### src/hdl/fisr_pkg.sv
// fisr_pkg: constants and shared single-precision helpers for the
// reciprocal square root pipeline; no dependencies
`default_nettype none
package fisr_pkg;

    localparam logic [31:0] MAGIC_SEED     = 32'h5f3759df;
    localparam logic [31:0] FP_HALF        = 32'h3f000000;
    localparam logic [31:0] FP_THREE_HALF  = 32'h3fc00000;
    localparam logic [31:0] FP_DEFAULT_NAN = 32'hffc00000;
    localparam logic [31:0] FP_QUIET_BIT   = 32'h00400000;
    localparam int          PIPE_DEPTH     = 10;
    localparam int          SEED_DELAY     = 8;

    // position of the most significant set bit, zero when none
    function automatic logic [5:0] lead_one48(input logic [47:0] v);
        logic [5:0] idx;
        idx = 6'd0;
        for (int i = 0; i < 48; i++) begin
            if (v[i]) idx = 6'(i);
        end
        return idx;
    endfunction

    // round to nearest even and pack; q has its leading one at bit 47,
    // e is the biased exponent of that leading one
    function automatic logic [31:0] round_pack(input logic s,
                                               input logic signed [11:0] e,
                                               input logic [47:0] q);
        logic [5:0]  d;
        logic [47:0] sh;
        logic [47:0] lost_mask;
        logic        lost;
        logic [23:0] m;
        logic        g;
        logic        st;
        logic        inc;
        logic [24:0] mr;
        logic [7:0]  base;
        logic [31:0] mag;
        logic [31:0] r;
        if (e >= 12'sd255) begin
            r = {s, 8'hff, 23'd0};
        end else begin
            if (e < 12'sd1) begin
                d = (e < -12'sd47) ? 6'd48 : 6'(12'sd1 - e);
            end else begin
                d = 6'd0;
            end
            sh        = q >> d;
            lost_mask = (48'd1 << d) - 48'd1;
            lost      = |(q & lost_mask);
            m         = sh[47:24];
            g         = sh[23];
            st        = (|sh[22:0]) | lost;
            inc       = g & (st | m[0]);
            mr        = {1'b0, m} + {24'd0, inc};
            base      = (e < 12'sd1) ? 8'd0 : 8'(e - 12'sd1);
            // carry out of the mantissa bumps the exponent field
            mag       = {1'b0, base, 23'd0} + {7'd0, mr};
            r         = {s, mag[30:0]};
        end
        return r;
    endfunction

endpackage
`default_nettype wire

### src/hdl/fisr_fmul.sv
// fisr_fmul: two-stage single-precision multiplier, round to nearest even
// depends on fisr_pkg
`default_nettype none
module fisr_fmul
    import fisr_pkg::*;
(
    input  wire logic        i_clk,
    input  wire logic        i_en,
    input  wire logic [31:0] i_a,
    input  wire logic [31:0] i_b,
    output logic      [31:0] o_p
);

    logic [7:0]  ea, eb;
    logic [22:0] fa, fb;
    logic        a_nan, b_nan, a_inf, b_inf, a_zero, b_zero;
    logic        sgn;
    logic        n_spec;
    logic [31:0] n_spec_val;
    logic [23:0] ma, mb;
    logic [7:0]  xa, xb;

    logic        r_spec;
    logic [31:0] r_spec_val;
    logic [47:0] r_prod;
    logic signed [11:0] r_es;
    logic        r_sgn;

    logic [5:0]  lead;
    logic [47:0] norm;
    logic signed [11:0] exp_n;
    logic [31:0] n_p;
    logic [31:0] r_p;

    always_comb begin
        ea     = i_a[30:23];
        eb     = i_b[30:23];
        fa     = i_a[22:0];
        fb     = i_b[22:0];
        a_nan  = (ea == 8'hff) && (fa != 23'd0);
        b_nan  = (eb == 8'hff) && (fb != 23'd0);
        a_inf  = (ea == 8'hff) && (fa == 23'd0);
        b_inf  = (eb == 8'hff) && (fb == 23'd0);
        a_zero = (ea == 8'd0) && (fa == 23'd0);
        b_zero = (eb == 8'd0) && (fb == 23'd0);
        sgn    = i_a[31] ^ i_b[31];
        ma     = {ea != 8'd0, fa};
        mb     = {eb != 8'd0, fb};
        xa     = (ea == 8'd0) ? 8'd1 : ea;
        xb     = (eb == 8'd0) ? 8'd1 : eb;
        n_spec = 1'b1;
        if (a_nan) begin
            n_spec_val = i_a | FP_QUIET_BIT;
        end else if (b_nan) begin
            n_spec_val = i_b | FP_QUIET_BIT;
        end else if ((a_inf && b_zero) || (b_inf && a_zero)) begin
            n_spec_val = FP_DEFAULT_NAN;
        end else if (a_inf || b_inf) begin
            n_spec_val = {sgn, 8'hff, 23'd0};
        end else if (a_zero || b_zero) begin
            n_spec_val = {sgn, 31'd0};
        end else begin
            n_spec     = 1'b0;
            n_spec_val = 32'd0;
        end
    end

    always_ff @(posedge i_clk) begin
        if (i_en) begin
            r_spec     <= n_spec;
            r_spec_val <= n_spec_val;
            r_prod     <= 48'(ma) * 48'(mb);
            r_es       <= 12'(signed'({4'd0, xa})) + 12'(signed'({4'd0, xb})) - 12'sd127;
            r_sgn      <= sgn;
        end
    end

    always_comb begin
        lead  = lead_one48(r_prod);
        norm  = r_prod << (6'd47 - lead);
        exp_n = r_es + 12'(signed'({6'd0, lead})) - 12'sd46;
        n_p   = r_spec ? r_spec_val : round_pack(r_sgn, exp_n, norm);
    end

    always_ff @(posedge i_clk) begin
        if (i_en) begin
            r_p <= n_p;
        end
    end

    assign o_p = r_p;

endmodule
`default_nettype wire

### config.mk
export PLATFORM = sky130hd
export DESIGN_NAME = fisr_fmul
export DESIGN_NICKNAME = d
export VERILOG_FILES = /design/src/hdl/fisr_pkg.sv /design/src/hdl/fisr_fmul.sv
export SDC_FILE = /design/constraint.sdc
export NUM_CORES = 2
export LEC_CHECK = 0
export BUFFER_PORTS_ARGS = -buffer_cell sky130_fd_sc_hd__buf_2
export CAP_MARGIN = 20
export CORE_MARGIN = 1.5
export CORE_UTILIZATION = 55
export CTS_CLUSTER_DIAMETER = 60
export CTS_CLUSTER_SIZE = 24
export DETAILED_ROUTE_END_ITERATION = 7
export GPL_ROUTABILITY_DRIVEN = 0
export PLACE_DENSITY = 0.72
export SYNTH_ARGS = -nofsm -noshare
export SYNTH_HDL_FRONTEND = slang
export SYNTH_SLANG_ARGS = --single-unit
export TNS_END_PERCENT = 50
### constraint.sdc
create_clock -name i_clk -period 16.7 [get_ports i_clk]
set_clock_uncertainty 0.05 [all_clocks]
set_input_delay 0 -clock i_clk [delete_from_list [all_inputs] [get_ports i_clk]]
set_output_delay 0 -clock i_clk [all_outputs]
set_load 0.01 [all_outputs]
Yosys cells after proc, flatten, opt, wreduce, memory -nomap -nowiden
Index checks and enable logic that the tools add are counted.
- add/sub/neg operators: 10
- multiply operators: 1
- $lt $le $gt $ge: 3
- equality and inequality tests: 2
- shift operators: 3
- multiplexer cells: 61
- bitwise logic cells: 5
- reduce and logical (&&, ||, !) cells: 23
- operators with widths (cell ; count):
    2-to-1 mux 6 bit ; 49
    2-to-1 mux 32 bit ; 6
    AND 48 bit ; 1
    multiplier 24 x 24 -> 48 bit ; 1
    OR reduction 48 bit ; 1
    left shift 1 x 6 -> 48 bit (first input constant) ; 1
    left shift 48 x 6 -> 48 bit ; 1
    right shift 48 x 6 -> 48 bit ; 1
    subtractor 48 x 1 -> 48 bit (second input constant) ; 1
    logical NOT 23 bit ; 2
    nonzero test 23 bit ; 2
    adder 31 x 25 -> 31 bit ; 1
    2-to-1 mux 31 bit ; 1
    adder 24 x 1 -> 25 bit ; 1
    2-to-1 mux 8 bit ; 3
    OR reduction 23 bit ; 1
    == test 8 bit (second input constant) ; 2
    logical NOT 8 bit ; 2
    nonzero test 8 bit ; 2
    adder 12 x 7 -> 12 bit ; 1
    greater-or-equal comparator 12 x 9 -> 1 bit (second input constant) ; 1
    < comparator 12 x 2 -> 1 bit (second input constant) ; 1
    < comparator 12 x 7 -> 1 bit (second input constant) ; 1
    subtractor 12 x 7 -> 12 bit (second input constant) ; 1
    other kinds (13) ; 24
- flip-flop bits (word level): 126
- input port bits: 66
- output and inout bits: 32

Depth between registers and ports, before layout
- depth in word-level cells: 64
- depth in mapped cells: 43

Worst setup path before layout
No wires, ideal clock.
- path type: reg2reg
- start: reg r_prod[32]
- end: reg r_p[0] (netlist: o_p[0]) (data pin)
- setup time: 0.259 ns
- data arrival time: 9.105 ns
- path slack: 7.286 ns
- cell stages (with the launch flop): 44
- clock period less this slack: 9.414 ns
- cell sequence: edfxtp_1 buf_2 or4_4 o221ai_2 a21boi_1 a21boi_4 nor2_4 inv_2 buf_6 clkbuf_4 buf_6 buf_4 ha_1 inv_1 ha_1 fa_1 a21o_1 a21oi_1 (+8 left out) buf_2 buf_1 clkbuf_1 nand3_1 ha_1 a21boi_0 o31ai_1 nor2_1 o21a_1 and2_1 clkbuf_1 xnor2_1 nor2_1 a2111oi_0 nand4_1 or4_1 a211oi_2 o21ai_1
- cells in the longest elaborated chain, start to end: 33
- elaborated cells between the ends (all ways): 40
- RTL lines (element ; line ; text):
    from (decl) ; fisr_fmul.sv:25 ; logic [47:0] r_prod;
    from (signal assigned) ; fisr_fmul.sv:72 ; r_prod <= 48'(ma) * 48'(mb);
    2-to-1 mux 6 bit (16 in a row) ; fisr_pkg.sv:19 ; if (v[i]) idx = 6'(i);
    adder 12 x 7 -> 12 bit ; fisr_fmul.sv:81 ; exp_n = r_es + 12'(signed'({6'd0, lead})) - 12'sd46;
    subtractor 12 x 7 -> 12 bit ; fisr_fmul.sv:81 ;
    < comparator 12 x 7 -> 1 bit / subtractor 2 x 6 -> 6 bit (equally long branches) ; fisr_pkg.sv:45 ; d = (e < -12'sd47) ? 6'd48 : 6'(12'sd1 - e);
    2-to-1 mux 6 bit ; fisr_pkg.sv:45 ;
    2-to-1 mux 6 bit ; fisr_pkg.sv:44 ; if (e < 12'sd1) begin
    2-to-1 mux 6 bit ; fisr_pkg.sv:41 ; if (e >= 12'sd255) begin
    left shift 1 x 6 -> 48 bit ; fisr_pkg.sv:50 ; lost_mask = (48'd1 << d) - 48'd1;
    (+3 left out) ; - ;
    OR 1 bit ; fisr_pkg.sv:54 ; st = (|sh[22:0]) | lost;
    OR 1 bit ; fisr_pkg.sv:55 ; inc = g & (st | m[0]);
    AND 1 bit ; fisr_pkg.sv:55 ;
    adder 24 x 1 -> 25 bit ; fisr_pkg.sv:56 ; mr = {1'b0, m} + {24'd0, inc};
    adder 31 x 25 -> 31 bit ; fisr_pkg.sv:59 ; mag = {1'b0, base, 23'd0} + {7'd0, mr};
    2-to-1 mux 31 bit * ; fisr_pkg.sv:41 ;
    2-to-1 mux 32 bit * ; fisr_fmul.sv:82 ; n_p = r_spec ? r_spec_val : round_pack(r_sgn, exp_n, norm);
    named net n_p[0] ; fisr_fmul.sv:32 ; logic [31:0] n_p;
    to (signal assigned) ; fisr_fmul.sv:87 ; r_p <= n_p;
    to (decl) ; fisr_fmul.sv:33 ; logic [31:0] r_p;
Mark *: on every way through the listed nets, which the timed path passes. The rest lies on a longest branch. The select of a mux whose other input is x is not followed.
A chain may end at the register's enable or synchronous reset.

Worst setup path after layout
- start: reg r_prod[47]
- end: reg r_p[0] (netlist: o_p[0]) (data pin)
- cells in the longest elaborated chain, start to end: 18
- elaborated cells between the ends (all ways): 25
- RTL lines (element ; line):
    2-to-1 mux 6 bit ; fisr_pkg.sv:19
    adder 12 x 7 -> 12 bit ; fisr_fmul.sv:81
    subtractor 12 x 7 -> 12 bit ; fisr_fmul.sv:81
    < comparator 12 x 7 -> 1 bit / subtractor 2 x 6 -> 6 bit (equally long branches) ; fisr_pkg.sv:45
    2-to-1 mux 6 bit ; fisr_pkg.sv:45
    2-to-1 mux 6 bit ; fisr_pkg.sv:44
    2-to-1 mux 6 bit ; fisr_pkg.sv:41
    left shift 1 x 6 -> 48 bit ; fisr_pkg.sv:50
    (+3 left out) ; -
    OR 1 bit ; fisr_pkg.sv:54
    OR 1 bit ; fisr_pkg.sv:55
    AND 1 bit ; fisr_pkg.sv:55
    adder 24 x 1 -> 25 bit ; fisr_pkg.sv:56
    adder 31 x 25 -> 31 bit ; fisr_pkg.sv:59
    2-to-1 mux 31 bit * ; fisr_pkg.sv:41
    2-to-1 mux 32 bit * ; fisr_fmul.sv:82
    named net n_p[0] ; fisr_fmul.sv:32
Marks and branches as above.

==> results.txt <==
Status: finished with violations
Failing checks: design-rule violations
DP HPWL: 82.4 mm
Largest fanout on the critical path: 25
Largest net degree at the start of global routing: 67
Detailed Routing Iterations Pass 1: 8
Via count: 31892
Final period utilization: 0.636
Uppermost layer routed: met4
CP required: 16.85 ns
Gr usage total: 0.365
FF-to-FF path depth: 32
Syn_nets: 4900
Reg2reg end: o_p[0]
Initial Util: 0.555
Largest stage delay on the critical path: 0.91 ns
Yosys warns: 0
Site Rows: 91
Clock Tree Root: clkbuf_16
CP startpoint: r_prod[47]
Setup TNS: 0 ns
DR iter-0 viols: 5245
Crit end category: flop
Seq cells post-synth: 124
Clock latency on the worst-skew pair: 0.45 ns
Worst-margin pin slew: 1.20 ns
Setup CP Type: flop to flop
DRT antenna net count: 0
Final slew viol count: 0
CTS buffer count: 17
Startpoint Class: flop
Mapped Cells: 4140
Number of synthesized flops with an enable pin: 124
# DRC: 64
RSZ-0062 raised after global routing: false
Mapped Area: 34100 um2
FF-to-FF Start: r_prod[47]
Hold Slack: 0.0889 ns
Met3 WL post-DR: 15.0 mm
Nets: 4763
Max Cap Viol: 0
Die height: 252 um
CP max-delay cell: or4_1
WL final: 115 mm
Wl on met1: 43.3 mm
PortBufs: 97
Clock tree from TritonCTS: built
Setup slack, reg-to-reg: 6.08 ns
Area delta synth->final: 3.36%
Post-CTS Resized: 0
Die Width: 252 um
Netlist cell types: 117
Initial antenna violation count: 3
Final hold vios: 0
Most common flop cell mapped by yosys: edfxtp_1
Share of layout cells above drive strength 1: 0.0740
Placed Area: 34600 um2
Post-route cell area: 35300 um2
Clock sink total: 124
Ys async rst share: 0
Vias in the first global route: 31147
Hold Path Class: input port to flop
Final setup fails: 0
Vias per std cell: 6.63
Post-Syn Area per Cell: 8.24 um2
Core Footprint: 61500 um2
Final min period: 10.62 ns
CTS clock-pin slew for the worst setup and hold paths: 0.08 ns
First-pass GRT wire length: 179 mm
# placed instances: 4767
DR WL met2: 49.1 mm
GRT overflow: 0
H-tree lvl count: 4
Slew headroom: 0.193
Wire length per cell: 23.9 um
Sequential area share after synthesis: 0.109
Crit path capture: o_p[0]
Finished Layout Cells: 4808
Clock Path Buffers: 2
Fmax: 0.0941 GHz
Die area: 63500 um2
I/O pin count: 98
Worst EP arrival: 10.78 ns
## per-stage QoR
stage | worst slack [ns] | utilization
2_1_floorplan | 7.29 | -
6_report | 6.08 | 0.574
4_1_cts | 6.43 | 0.573
5_1_grt | 5.23 | 0.573
3_5_place_dp | 6.48 | 0.563
3_3_place_gp | 6.76 | 0.563
## kinds of logic after synthesis
logic type      count (synthesis)  synth area share
compound gates                806             0.165
xor+xnor                       88            0.0226
fa+ha+maj                     694             0.361
buf+inv                       860             0.101
flops                         124             0.109
mux                           125            0.0395
simple gates                 1443             0.201
## timing repair
| item | 4_1_cts | 5_1_grt |
|---|---|---|
| hold endpoints to repair | 3 | 0 |
| hold buffers | 5 | 0 |
| setup buffers | 0 | 0 |
| endpoints found under the setup margin | 0 | 0 |
## synth_stat cells, drive strengths merged (17+ instances only)
master,instances,share of area
o31ai,21,0.0049
and2,219,0.040
a31oi,23,0.0042
a21oi,188,0.028
nor2,230,0.026
o211ai,60,0.014
inv,550,0.061
fa,484,0.28
mux2i,100,0.029
nor3,72,0.011
o21ai,158,0.024
a211oi,52,0.013
or4,17,0.0039
nor4,46,0.011
buf,85,0.016
nand4,34,0.0062
nand2,636,0.070
ha,210,0.077
mux2,20,0.0067
and3,21,0.0039
edfxtp,124,0.11
xnor2,63,0.016
clkbuf,224,0.025
nand3,96,0.014
o22ai,33,0.0062
a21o,23,0.0051
a221oi,19,0.0056
xor2,25,0.0064
o21a,17,0.0037
## flip-flops by register name, summed over array words and instances, names as in the netlist
name        flops
r_prod         48
o_p            32
r_spec_val     32
r_es           10
r_sgn           1
r_spec          1
## routing by layer
layer,vias to the layer above,global-route usage
met5,-,0
met4,0,0.185
met3,633,0.104
met2,2428,0.553
met1,15209,0.478
li1,13622,-
## cell type report
cell class                      count  area, um2
Clock buffer                       17        425
Multi-Input combinational cell   3156      27000
Antenna cell                        2       5.00
Fill cell                        5552      26200
Inverter                          551       2070
Sequential cell                   124       3720
Timing Repair Buffer              153        918
Clock inverter                     15        176
Tap cell                          790        988
## critical path: cells and delay by family (launching register included)
family,cells,cell delay (ns)
AO/OA/AOI/OAI,11,3.24
flip-flops,1,0.54
adder cells (fa/ha/maj),3,1.12
AND/OR/NAND/NOR,11,4.20
buffers and inverters,5,0.88
XOR/XNOR,2,0.32
## placed cells by master, fill, tap and decap left out, drive strengths merged, types with 72 or more instances in the layout
cell | synthesis | routed
nand2 | 636 | 636
inv | 550 | 559
fa | 484 | 484
nor2 | 230 | 230
and2 | 219 | 219
ha | 210 | 210
a21oi | 188 | 188
o21ai | 158 | 158
buf | 85 | 147
edfxtp | 124 | 124
mux2i | 100 | 100
nand3 | 96 | 96
nor3 | 72 | 72
## how the worst min path moves through the flow
stage,from,endpoint,cells after the start
2_1_floorplan,i_en,o_p[0],0
3_3_place_gp,i_b[31],r_sgn,2
3_5_place_dp,i_a[31],r_spec_val[31],3
4_1_cts,i_a[23],r_es[0],4
5_1_grt,i_a[23],r_es[0],4
6_report,i_a[23],r_es[0],4
Power is left out: the tool's default activity adds up to more than one toggle a clock period on the data nets, which glitch-free logic cannot reach.
