## config.mk

```make
export PLATFORM = sky130hd
export DESIGN_NAME = fisr_fadd
export DESIGN_NICKNAME = d
export VERILOG_FILES = /design/src/hdl/fisr_pkg.sv /design/src/hdl/fisr_fadd.sv
export SDC_FILE = /design/constraint.sdc
export NUM_CORES = 1
export LEC_CHECK = 0
export BUFFER_PORTS_ARGS = -buffer_cell sky130_fd_sc_hd__clkbuf_2
export CAP_MARGIN = 20
export CORE_MARGIN = 8
export CORE_UTILIZATION = 50
export CTS_CLUSTER_DIAMETER = 200
export DETAILED_ROUTE_END_ITERATION = 8
export PLACE_DENSITY = 0.72
export SYNTH_ARGS = -nofsm -noshare
export SYNTH_HDL_FRONTEND = slang
export SYNTH_SLANG_ARGS = --single-unit
```

## constraint.sdc

```tcl
create_clock -name i_clk -period 13.8 [get_ports i_clk]
set_input_delay 2.76 -clock i_clk [delete_from_list [all_inputs] [get_ports i_clk]]
set_output_delay 2.76 -clock i_clk [all_outputs]
set_load 0.01 [all_outputs]
```

## src/hdl/fisr_pkg.sv

```systemverilog
// fisr_pkg: constants and shared single-precision helpers for the
// reciprocal square root pipeline; no dependencies
`default_nettype none
package fisr_pkg;

    localparam logic [31:0] MAGIC_SEED     = 32'h5f3759df;
    localparam logic [31:0] FP_HALF        = 32'h3f000000;
    localparam logic [31:0] FP_THREE_HALF  = 32'h3fc00000;
    localparam logic [31:0] FP_DEFAULT_NAN = 32'hffc00000;
    localparam logic [31:0] FP_QUIET_BIT   = 32'h00400000;
    localparam int          PIPE_DEPTH     = 10;
    localparam int          SEED_DELAY     = 8;

    // position of the most significant set bit, zero when none
    function automatic logic [5:0] lead_one48(input logic [47:0] v);
        logic [5:0] idx;
        idx = 6'd0;
        for (int i = 0; i < 48; i++) begin
            if (v[i]) idx = 6'(i);
        end
        return idx;
    endfunction

    // round to nearest even and pack; q has its leading one at bit 47,
    // e is the biased exponent of that leading one
    function automatic logic [31:0] round_pack(input logic s,
                                               input logic signed [11:0] e,
                                               input logic [47:0] q);
        logic [5:0]  d;
        logic [47:0] sh;
        logic [47:0] lost_mask;
        logic        lost;
        logic [23:0] m;
        logic        g;
        logic        st;
        logic        inc;
        logic [24:0] mr;
        logic [7:0]  base;
        logic [31:0] mag;
        logic [31:0] r;
        if (e >= 12'sd255) begin
            r = {s, 8'hff, 23'd0};
        end else begin
            if (e < 12'sd1) begin
                d = (e < -12'sd47) ? 6'd48 : 6'(12'sd1 - e);
            end else begin
                d = 6'd0;
            end
            sh        = q >> d;
            lost_mask = (48'd1 << d) - 48'd1;
            lost      = |(q & lost_mask);
            m         = sh[47:24];
            g         = sh[23];
            st        = (|sh[22:0]) | lost;
            inc       = g & (st | m[0]);
            mr        = {1'b0, m} + {24'd0, inc};
            base      = (e < 12'sd1) ? 8'd0 : 8'(e - 12'sd1);
            // carry out of the mantissa bumps the exponent field
            mag       = {1'b0, base, 23'd0} + {7'd0, mr};
            r         = {s, mag[30:0]};
        end
        return r;
    endfunction

endpackage
`default_nettype wire

```

## src/hdl/fisr_fadd.sv

```systemverilog
// fisr_fadd: two-stage single-precision adder, round to nearest even
// depends on fisr_pkg
`default_nettype none
module fisr_fadd
    import fisr_pkg::*;
(
    input  wire logic        i_clk,
    input  wire logic        i_en,
    input  wire logic [31:0] i_a,
    input  wire logic [31:0] i_b,
    output logic      [31:0] o_s
);

    logic [7:0]  ea, eb;
    logic [22:0] fa, fb;
    logic        a_nan, b_nan, a_inf, b_inf;
    logic        n_spec;
    logic [31:0] n_spec_val;
    logic        a_big;
    logic [31:0] big, sml;
    logic [7:0]  xbig, xsml;
    logic [26:0] mx, my, my_sh;
    logic [7:0]  exp_gap;
    logic        y_lost;
    logic [27:0] n_sum;

    logic        r_spec;
    logic [31:0] r_spec_val;
    logic [27:0] r_sum;
    logic [7:0]  r_exp;
    logic        r_sgn;
    logic        r_zsgn;

    logic [47:0] ext;
    logic [5:0]  lead;
    logic [47:0] norm;
    logic signed [11:0] exp_n;
    logic [31:0] n_s;
    logic [31:0] r_s;

    always_comb begin
        ea    = i_a[30:23];
        eb    = i_b[30:23];
        fa    = i_a[22:0];
        fb    = i_b[22:0];
        a_nan = (ea == 8'hff) && (fa != 23'd0);
        b_nan = (eb == 8'hff) && (fb != 23'd0);
        a_inf = (ea == 8'hff) && (fa == 23'd0);
        b_inf = (eb == 8'hff) && (fb == 23'd0);
        n_spec = 1'b1;
        if (a_nan) begin
            n_spec_val = i_a | FP_QUIET_BIT;
        end else if (b_nan) begin
            n_spec_val = i_b | FP_QUIET_BIT;
        end else if (a_inf && b_inf && (i_a[31] != i_b[31])) begin
            n_spec_val = FP_DEFAULT_NAN;
        end else if (a_inf) begin
            n_spec_val = i_a;
        end else if (b_inf) begin
            n_spec_val = i_b;
        end else begin
            n_spec     = 1'b0;
            n_spec_val = 32'd0;
        end

        a_big   = (i_a[30:0] >= i_b[30:0]);
        big     = a_big ? i_a : i_b;
        sml     = a_big ? i_b : i_a;
        xbig    = (big[30:23] == 8'd0) ? 8'd1 : big[30:23];
        xsml    = (sml[30:23] == 8'd0) ? 8'd1 : sml[30:23];
        mx      = {big[30:23] != 8'd0, big[22:0], 3'd0};
        my      = {sml[30:23] != 8'd0, sml[22:0], 3'd0};
        exp_gap = xbig - xsml;
        // smaller operand aligned, shifted-out bits fold into sticky
        if (exp_gap >= 8'd27) begin
            my_sh  = 27'd0;
            y_lost = |my;
        end else begin
            my_sh  = my >> exp_gap;
            y_lost = |(my & ((27'd1 << exp_gap) - 27'd1));
        end
        my_sh[0] = my_sh[0] | y_lost;
        if (big[31] != sml[31]) begin
            n_sum = {1'b0, mx} - {1'b0, my_sh};
        end else begin
            n_sum = {1'b0, mx} + {1'b0, my_sh};
        end
    end

    always_ff @(posedge i_clk) begin
        if (i_en) begin
            r_spec     <= n_spec;
            r_spec_val <= n_spec_val;
            r_sum      <= n_sum;
            r_exp      <= xbig;
            r_sgn      <= big[31];
            r_zsgn     <= i_a[31] & i_b[31];
        end
    end

    always_comb begin
        ext   = {r_sum, 20'd0};
        lead  = lead_one48(ext);
        norm  = ext << (6'd47 - lead);
        exp_n = 12'(signed'({4'd0, r_exp})) + 12'(signed'({6'd0, lead})) - 12'sd46;
        if (r_spec) begin
            n_s = r_spec_val;
        end else if (r_sum == 28'd0) begin
            n_s = {r_zsgn, 31'd0};
        end else begin
            n_s = round_pack(r_sgn, exp_n, norm);
        end
    end

    always_ff @(posedge i_clk) begin
        if (i_en) begin
            r_s <= n_s;
        end
    end

    assign o_s = r_s;

endmodule
`default_nettype wire

```

; ---- Yosys cells after proc, flatten, opt, wreduce, memory -nomap -nowiden
; Cells that the tools add are included.
[word_totals]
reg_bits = 103
latchBits = 0
ram_bits = 0
romBits = 0
output_inout_bits = 32
elab_cells = 112
n_memories = 0
[classes]
addsub = 12
mul = 0
div = 0
order_cmp = 5
eq_ne = 4
shift = 5
mux = 50
bitwise_logic = 7
n_reduce_logical = 21
[ops]
columns = operator, n
row1 = 32-bit two-way mux, 9
row2 = 6-bit two-way mux, 32
row3 = 48-bit AND, 1
row4 = 48-bit OR reduction, 1
row5 = 1-bit by 6-bit << shifter with 48-bit output (first input constant), 1
row6 = 48-bit by 6-bit << shifter with 48-bit output, 1
row7 = 48-bit by 6-bit >> shifter with 48-bit output, 1
row8 = 48-bit by 1-bit subtractor with 48-bit output (second input constant), 1
row9 = 23-bit zero test, 2
row10 = 23-bit nonzero test, 2
row11 = 31-bit by 25-bit adder with 31-bit output, 1
row12 = 31-bit greater-or-equal comparator, 1
row13 = 31-bit two-way mux, 1
row14 = 27-bit by 27-bit adder with 28-bit output, 1
row15 = 28-bit zero test, 1
row16 = 28-bit two-way mux, 1
row17 = 27-bit by 27-bit subtractor with 28-bit output, 1
row18 = 27-bit AND, 1
row19 = 27-bit two-way mux, 1
row20 = 27-bit OR reduction, 1
row21 = 1-bit by 8-bit << shifter with 27-bit output (first input constant), 1
row22 = 27-bit by 8-bit >> shifter with 27-bit output, 1
row23 = 27-bit by 1-bit subtractor with 27-bit output (second input constant), 1
row24 = 24-bit by 1-bit adder with 25-bit output, 1
row25 = 24 further kinds, 39

; ---- Longest topological paths before layout
[logic_depth]
word_depth = 48
depth_mapped = 55
depth_no_buf = 49

; ---- Worst setup path after synthesis
; OpenSTA, ideal clock, no wires.
[synth_path]
path_type = input to register
start = input port i_b[24]
end = register r_sum[27], data pin
setup_time_ns = 0.275
arrival_ns = 11.366
t_required_ns = 13.525
setup_slack_ns = 2.159
stages = 52
path_buffers = 8
path_cell_list = inv_1 > ha_1 > nand4_1 > nor4_1 > o211ai_1 > and3b_1 > buf_2 > nand3_1 > buf_2 > buf_2 > clkbuf_1 > clkbuf_1 > nand2_1 > o21ai_0 > nor4_1 > and2_1 > nor2_1 > ha_1 > (+16 left out) > ha_1 > clkbuf_1 > nor2b_1 > o21a_1 > o21bai_1 > a21oi_1 > o21bai_1 > a2111o_1 > a31oi_1 > a221o_1 > a21oi_1 > o21ai_0 > a311o_1 > a21o_1 > a21oi_1 > nor2_1 > a32oi_1 > o221ai_1
[synth_between]
elab_chain_len = 13
elab_cells_between_ends = 24
classes_between = add/sub: 4 / order compare: 2 / eq/ne: 1 / shift: 2 / mux: 7 / bitwise: 2 / reduce/logical: 6
[synth_lines]
columns = item, line
row1 = "start, declared", fisr_fadd.sv:10  ; input wire logic [31:0] i_b,
row2 = 31-bit greater-or-equal comparator, fisr_fadd.sv:66  ; a_big = (i_a[30:0] >= i_b[30:0]);
row3 = 32-bit two-way mux *, fisr_fadd.sv:67  ; big = a_big ? i_a : i_b;
row4 = 8-bit zero test, fisr_fadd.sv:69  ; xbig = (big[30:23] == 8'd0) ? 8'd1 : big[30:23];
row5 = 8-bit two-way mux *, fisr_fadd.sv:69
row6 = named net xbig[1], fisr_fadd.sv:21  ; logic [7:0] xbig, xsml;
row7 = 8-bit subtractor *, fisr_fadd.sv:73  ; exp_gap = xbig - xsml;
row8 = 1-bit by 8-bit << shifter with 27-bit output, fisr_fadd.sv:80  ; y_lost = |(my & ((27'd1 << exp_gap) - 27'd1));
row9 = 27-bit by 1-bit subtractor with 27-bit output, fisr_fadd.sv:80
row10 = 27-bit AND, fisr_fadd.sv:80
row11 = 27-bit OR reduction, fisr_fadd.sv:80
row12 = 1-bit two-way mux, fisr_fadd.sv:75  ; if (exp_gap >= 8'd27) begin
row13 = 1-bit bitwise OR, fisr_fadd.sv:82  ; my_sh[0] = my_sh[0] | y_lost;
row14 = 27-bit by 27-bit adder with 28-bit output / 27-bit by 27-bit subtractor with 28-bit output (equally long branches), "fisr_fadd.sv:86, fisr_fadd.sv:84"
row15 = 28-bit two-way mux *, fisr_fadd.sv:83  ; if (big[31] != sml[31]) begin
row16 = named net n_sum[27], fisr_fadd.sv:25  ; logic [27:0] n_sum;
row17 = "end signal, assigned", fisr_fadd.sv:94  ; r_sum <= n_sum;
row18 = "end, declared", fisr_fadd.sv:29  ; logic [27:0] r_sum;
; The timed path passes the listed nets; every way through them passes the cells marked *.
; A chain may end at the register's enable or synchronous reset.

; ---- Final worst setup path
[layout_path]
start = input port i_b[20]
end = register r_sum[26], data pin
[layout_between]
elab_chain_len = 13
elab_cells_between_ends = 24
classes_between = add/sub: 4 / order compare: 2 / eq/ne: 1 / shift: 2 / mux: 7 / bitwise: 2 / reduce/logical: 6
[layout_lines]
columns = item, line
row1 = 31-bit greater-or-equal comparator *, fisr_fadd.sv:66
row2 = 32-bit two-way mux *, fisr_fadd.sv:67
row3 = 8-bit zero test, fisr_fadd.sv:69
row4 = 8-bit two-way mux *, fisr_fadd.sv:69
row5 = named net xbig[1], fisr_fadd.sv:21
row6 = 8-bit subtractor *, fisr_fadd.sv:73
row7 = 1-bit by 8-bit << shifter with 27-bit output, fisr_fadd.sv:80
row8 = 27-bit by 1-bit subtractor with 27-bit output, fisr_fadd.sv:80
row9 = 27-bit AND, fisr_fadd.sv:80
row10 = 27-bit OR reduction, fisr_fadd.sv:80
row11 = 1-bit two-way mux, fisr_fadd.sv:75
row12 = 1-bit bitwise OR, fisr_fadd.sv:82
row13 = 27-bit by 27-bit adder with 28-bit output / 27-bit by 27-bit subtractor with 28-bit output (equally long branches), "fisr_fadd.sv:86, fisr_fadd.sv:84"
row14 = 28-bit two-way mux *, fisr_fadd.sv:83
row15 = named net n_sum[26], fisr_fadd.sv:25
; Marked as above.

==> results.ini <==
[clock_tree]
ctsResizeCount=0
cts_buffer_depth=2
clock-sinks=103
clock_tree.root_cell=clkbuf_16
cts_tree=built
cts_htree_levels=3
worstSkewPairLatency_ns=0.37
ctsHoldBuffers=0
clk_pin_slew_ns=0.09
cts_buffers=9
postCtsSetupBuffers=0

[timing]
slew_headroom_pct=28.56
clock_skew_ns=0.01888
slew_violations=0
setup_viol=0
fin_crit_sh_pct=91.25
final.setup.tns_ns=0
grt_setup_unrepaired=false
tightest_slew_ns=1.072
setup_ws_ns=1.208
finalHoldViolCount=0
max_freq_ghz=0.07942
fin_crit_ns=12.59

[global_route]
grt.overflow.total=0
grt.total_usage_pct=34.11
grt_max_degree=87
grt_pass1_vias=18380
antenna_found_initial=0
grt_pass1_wl_um=110200

[routing]
drtIter0Drc=2751
drc_errors=0
vias=19720
wl_per_cell_um=26.26
drt_first_pass_iters=9
ant_nets=0
post_drt_via_cell_ratio=7.084
drt_wl_total_um=73110

[placed_design]
dp_hpwl_um=58020
place.gp.congestion=1.071
numPortBuffers=97
dp_slack_ns=1.088
placed_area_um2=18140

[synth]
synth_nets=2488
synthCells=2311
ys_seq_elements=103
ys.warnings.count=0
yosysSeqAreaShare_pct=17.84
avgSynthCellArea_um2=7.500
synth_area_um2=17330
synth_edf_count=103
synth_async_sr_flop_share_pct=0
yosys.cell_types.count=123
synth_ff_type=edfxtp_1

[setup_path]
slowest_stage=o21ai_0
path_class=in -> reg
critical_path_arrival_ns=12.70
required_ns=13.91
timing.critical_path.mode_cell=o21ai_0
critPathMaxStageDelay_ns=0.65
cp_max_fo=23
cp-end-kind=flop
start_kind=input port

[pwr]
p_leak_uw=0.007351
ir_drop_mv=0.07622
power_density_nw_per_um2=159.4
total_power_uw=2942

[cells_and_area]
fin_nets=2501
antenna_cells=0
final_util_pct=53.71
final_cell_area_um2=18460
drive_above_1_share_pct=12.28
areaGrowthSynthToFinish_pct=6.504

[floorplanning]
start_util_pct=50.43
coreArea_um2=34370
fp.dieH_um=202.2
ios=98
num_rows=68
die_x_um=202.2
fp.dieArea_um2=40880

[worst_hold_path]
hold_path.class=reg -> reg

[run_status]
status=completed

[job]
cap_violations=0

[final timing paths]
check,from,endpoint,slack (ns),depth (start not counted)
max,i_b[20],r_sum[26],1.21,42
min,r_spec_val[31],o_s[31],0.53,2
max reg2reg,r_sum[16],o_s[20],4.20,28
min reg2reg,r_spec_val[31],o_s[31],0.53,2
[worst max-delay path: cells and delay by family]
| family | cells | cell delay [ns] |
|---|---|---|
| AND/OR/NAND/NOR | 10 | 2.50 |
| AO/OA/AOI/OAI | 23 | 5.39 |
| XOR/XNOR | 1 | 0.14 |
| adder cells (fa/ha/maj) | 4 | 1.51 |
| buffers and inverters | 4 | 0.38 |
[report_power, final]
group          internal, µW  switching, µW
Sequential              417           79.0
Clock                   132            133
Combinational           745           1440
Total                  1290           1650
[stage by stage]
step           hold WS [ns]  std cells
3_3_place_gp         0.5144       2768
4_1_cts              0.5375       2784
2_1_floorplan        0.4984       2311
5_1_grt              0.5830       2784
3_5_place_dp         0.5139       2768
6_report             0.5343       2784
[cells in the mapped netlist, drive strengths merged (22+ instances only)]
cell,n,area [µm²]
a211oi,45,385.4
a21o,32,240.2
a21oi,163,872.1
a22o,43,376.6
a31oi,25,162.6
buf,55,320.3
clkbuf,86,322.8
edfxtp,103,3093
ha,108,1351
inv,126,475.5
mux2,24,270.3
mux2i,75,795.8
nand2,280,1051
nand2b,22,137.6
nand3,68,345.3
nand4,38,237.7
nor2,211,797.0
nor3,70,360.3
nor4,38,295.3
o211ai,52,400.4
o21ai,174,874.6
o22ai,27,168.9
xnor2,45,394.1
xor2,22,192.7
[cell usage in the layout, fill, tap and decap left out, types with 14 or more instances in the layout]
master	instances
nor2b_1	15
nor4_1	33
nor3_1	67
nand4_1	38
mux2i_1	70
a31oi_1	24
o21bai_1	15
o21ai_1	14
xnor2_1	43
xor2_1	22
a21o_1	32
buf_4	47
clkbuf_2	96
inv_1	120
edfxtp_1	103
a22o_1	43
and2_1	16
o211ai_1	50
and3_1	17
o21ai_0	157
a21oi_1	154
nor2_1	209
or3_1	14
ha_1	108
nand3_1	66
mux2_2	24
nand2_1	280
o22ai_1	27
o2111ai_1	16
nand2b_1	22
a211oi_1	37
[routing by layer]
layer,up-vias,share of wire (%),global-route usage (%)
li1,8813,-,-
met1,9321,39,43.76
met2,1316,44,53.67
met3,271,10,5.876
met4,0,6.4,19.24
met5,-,0,0
[kinds of logic (layout without fill, tap and decap cells)]
group	Yosys count	after routing	share of synthesized area, %
AOI/OAI and AO/OA	807	807	33.02
xor gates and xnor gates	68	68	3.515
adders and majority gates	111	111	8.143
buffers and inverters	268	286	6.475
DFF	103	103	17.84
muxes	108	108	7.320
and+or+nand+nor	846	846	23.68
[registers in the layout, indices dropped and copies added (netlist names)]
signal / flops
r_spec: 1
r_zsgn: 1
r_sgn: 1
o_s: 32
r_sum: 28
r_exp: 8
r_spec_val: 32
[layout make-up]
class | count | area [µm²]
flip-flops and latches | 103 | 3093
clock buffers | 9 | 225.2
multi-input cells | 1940 | 13170
well taps | 455 | 569.3
clock inverters | 7 | 91.34
inverters | 127 | 479.2
repair buffers | 143 | 833.3
fillers | 3377 | 15910
(Power assumes the default switching activity.)
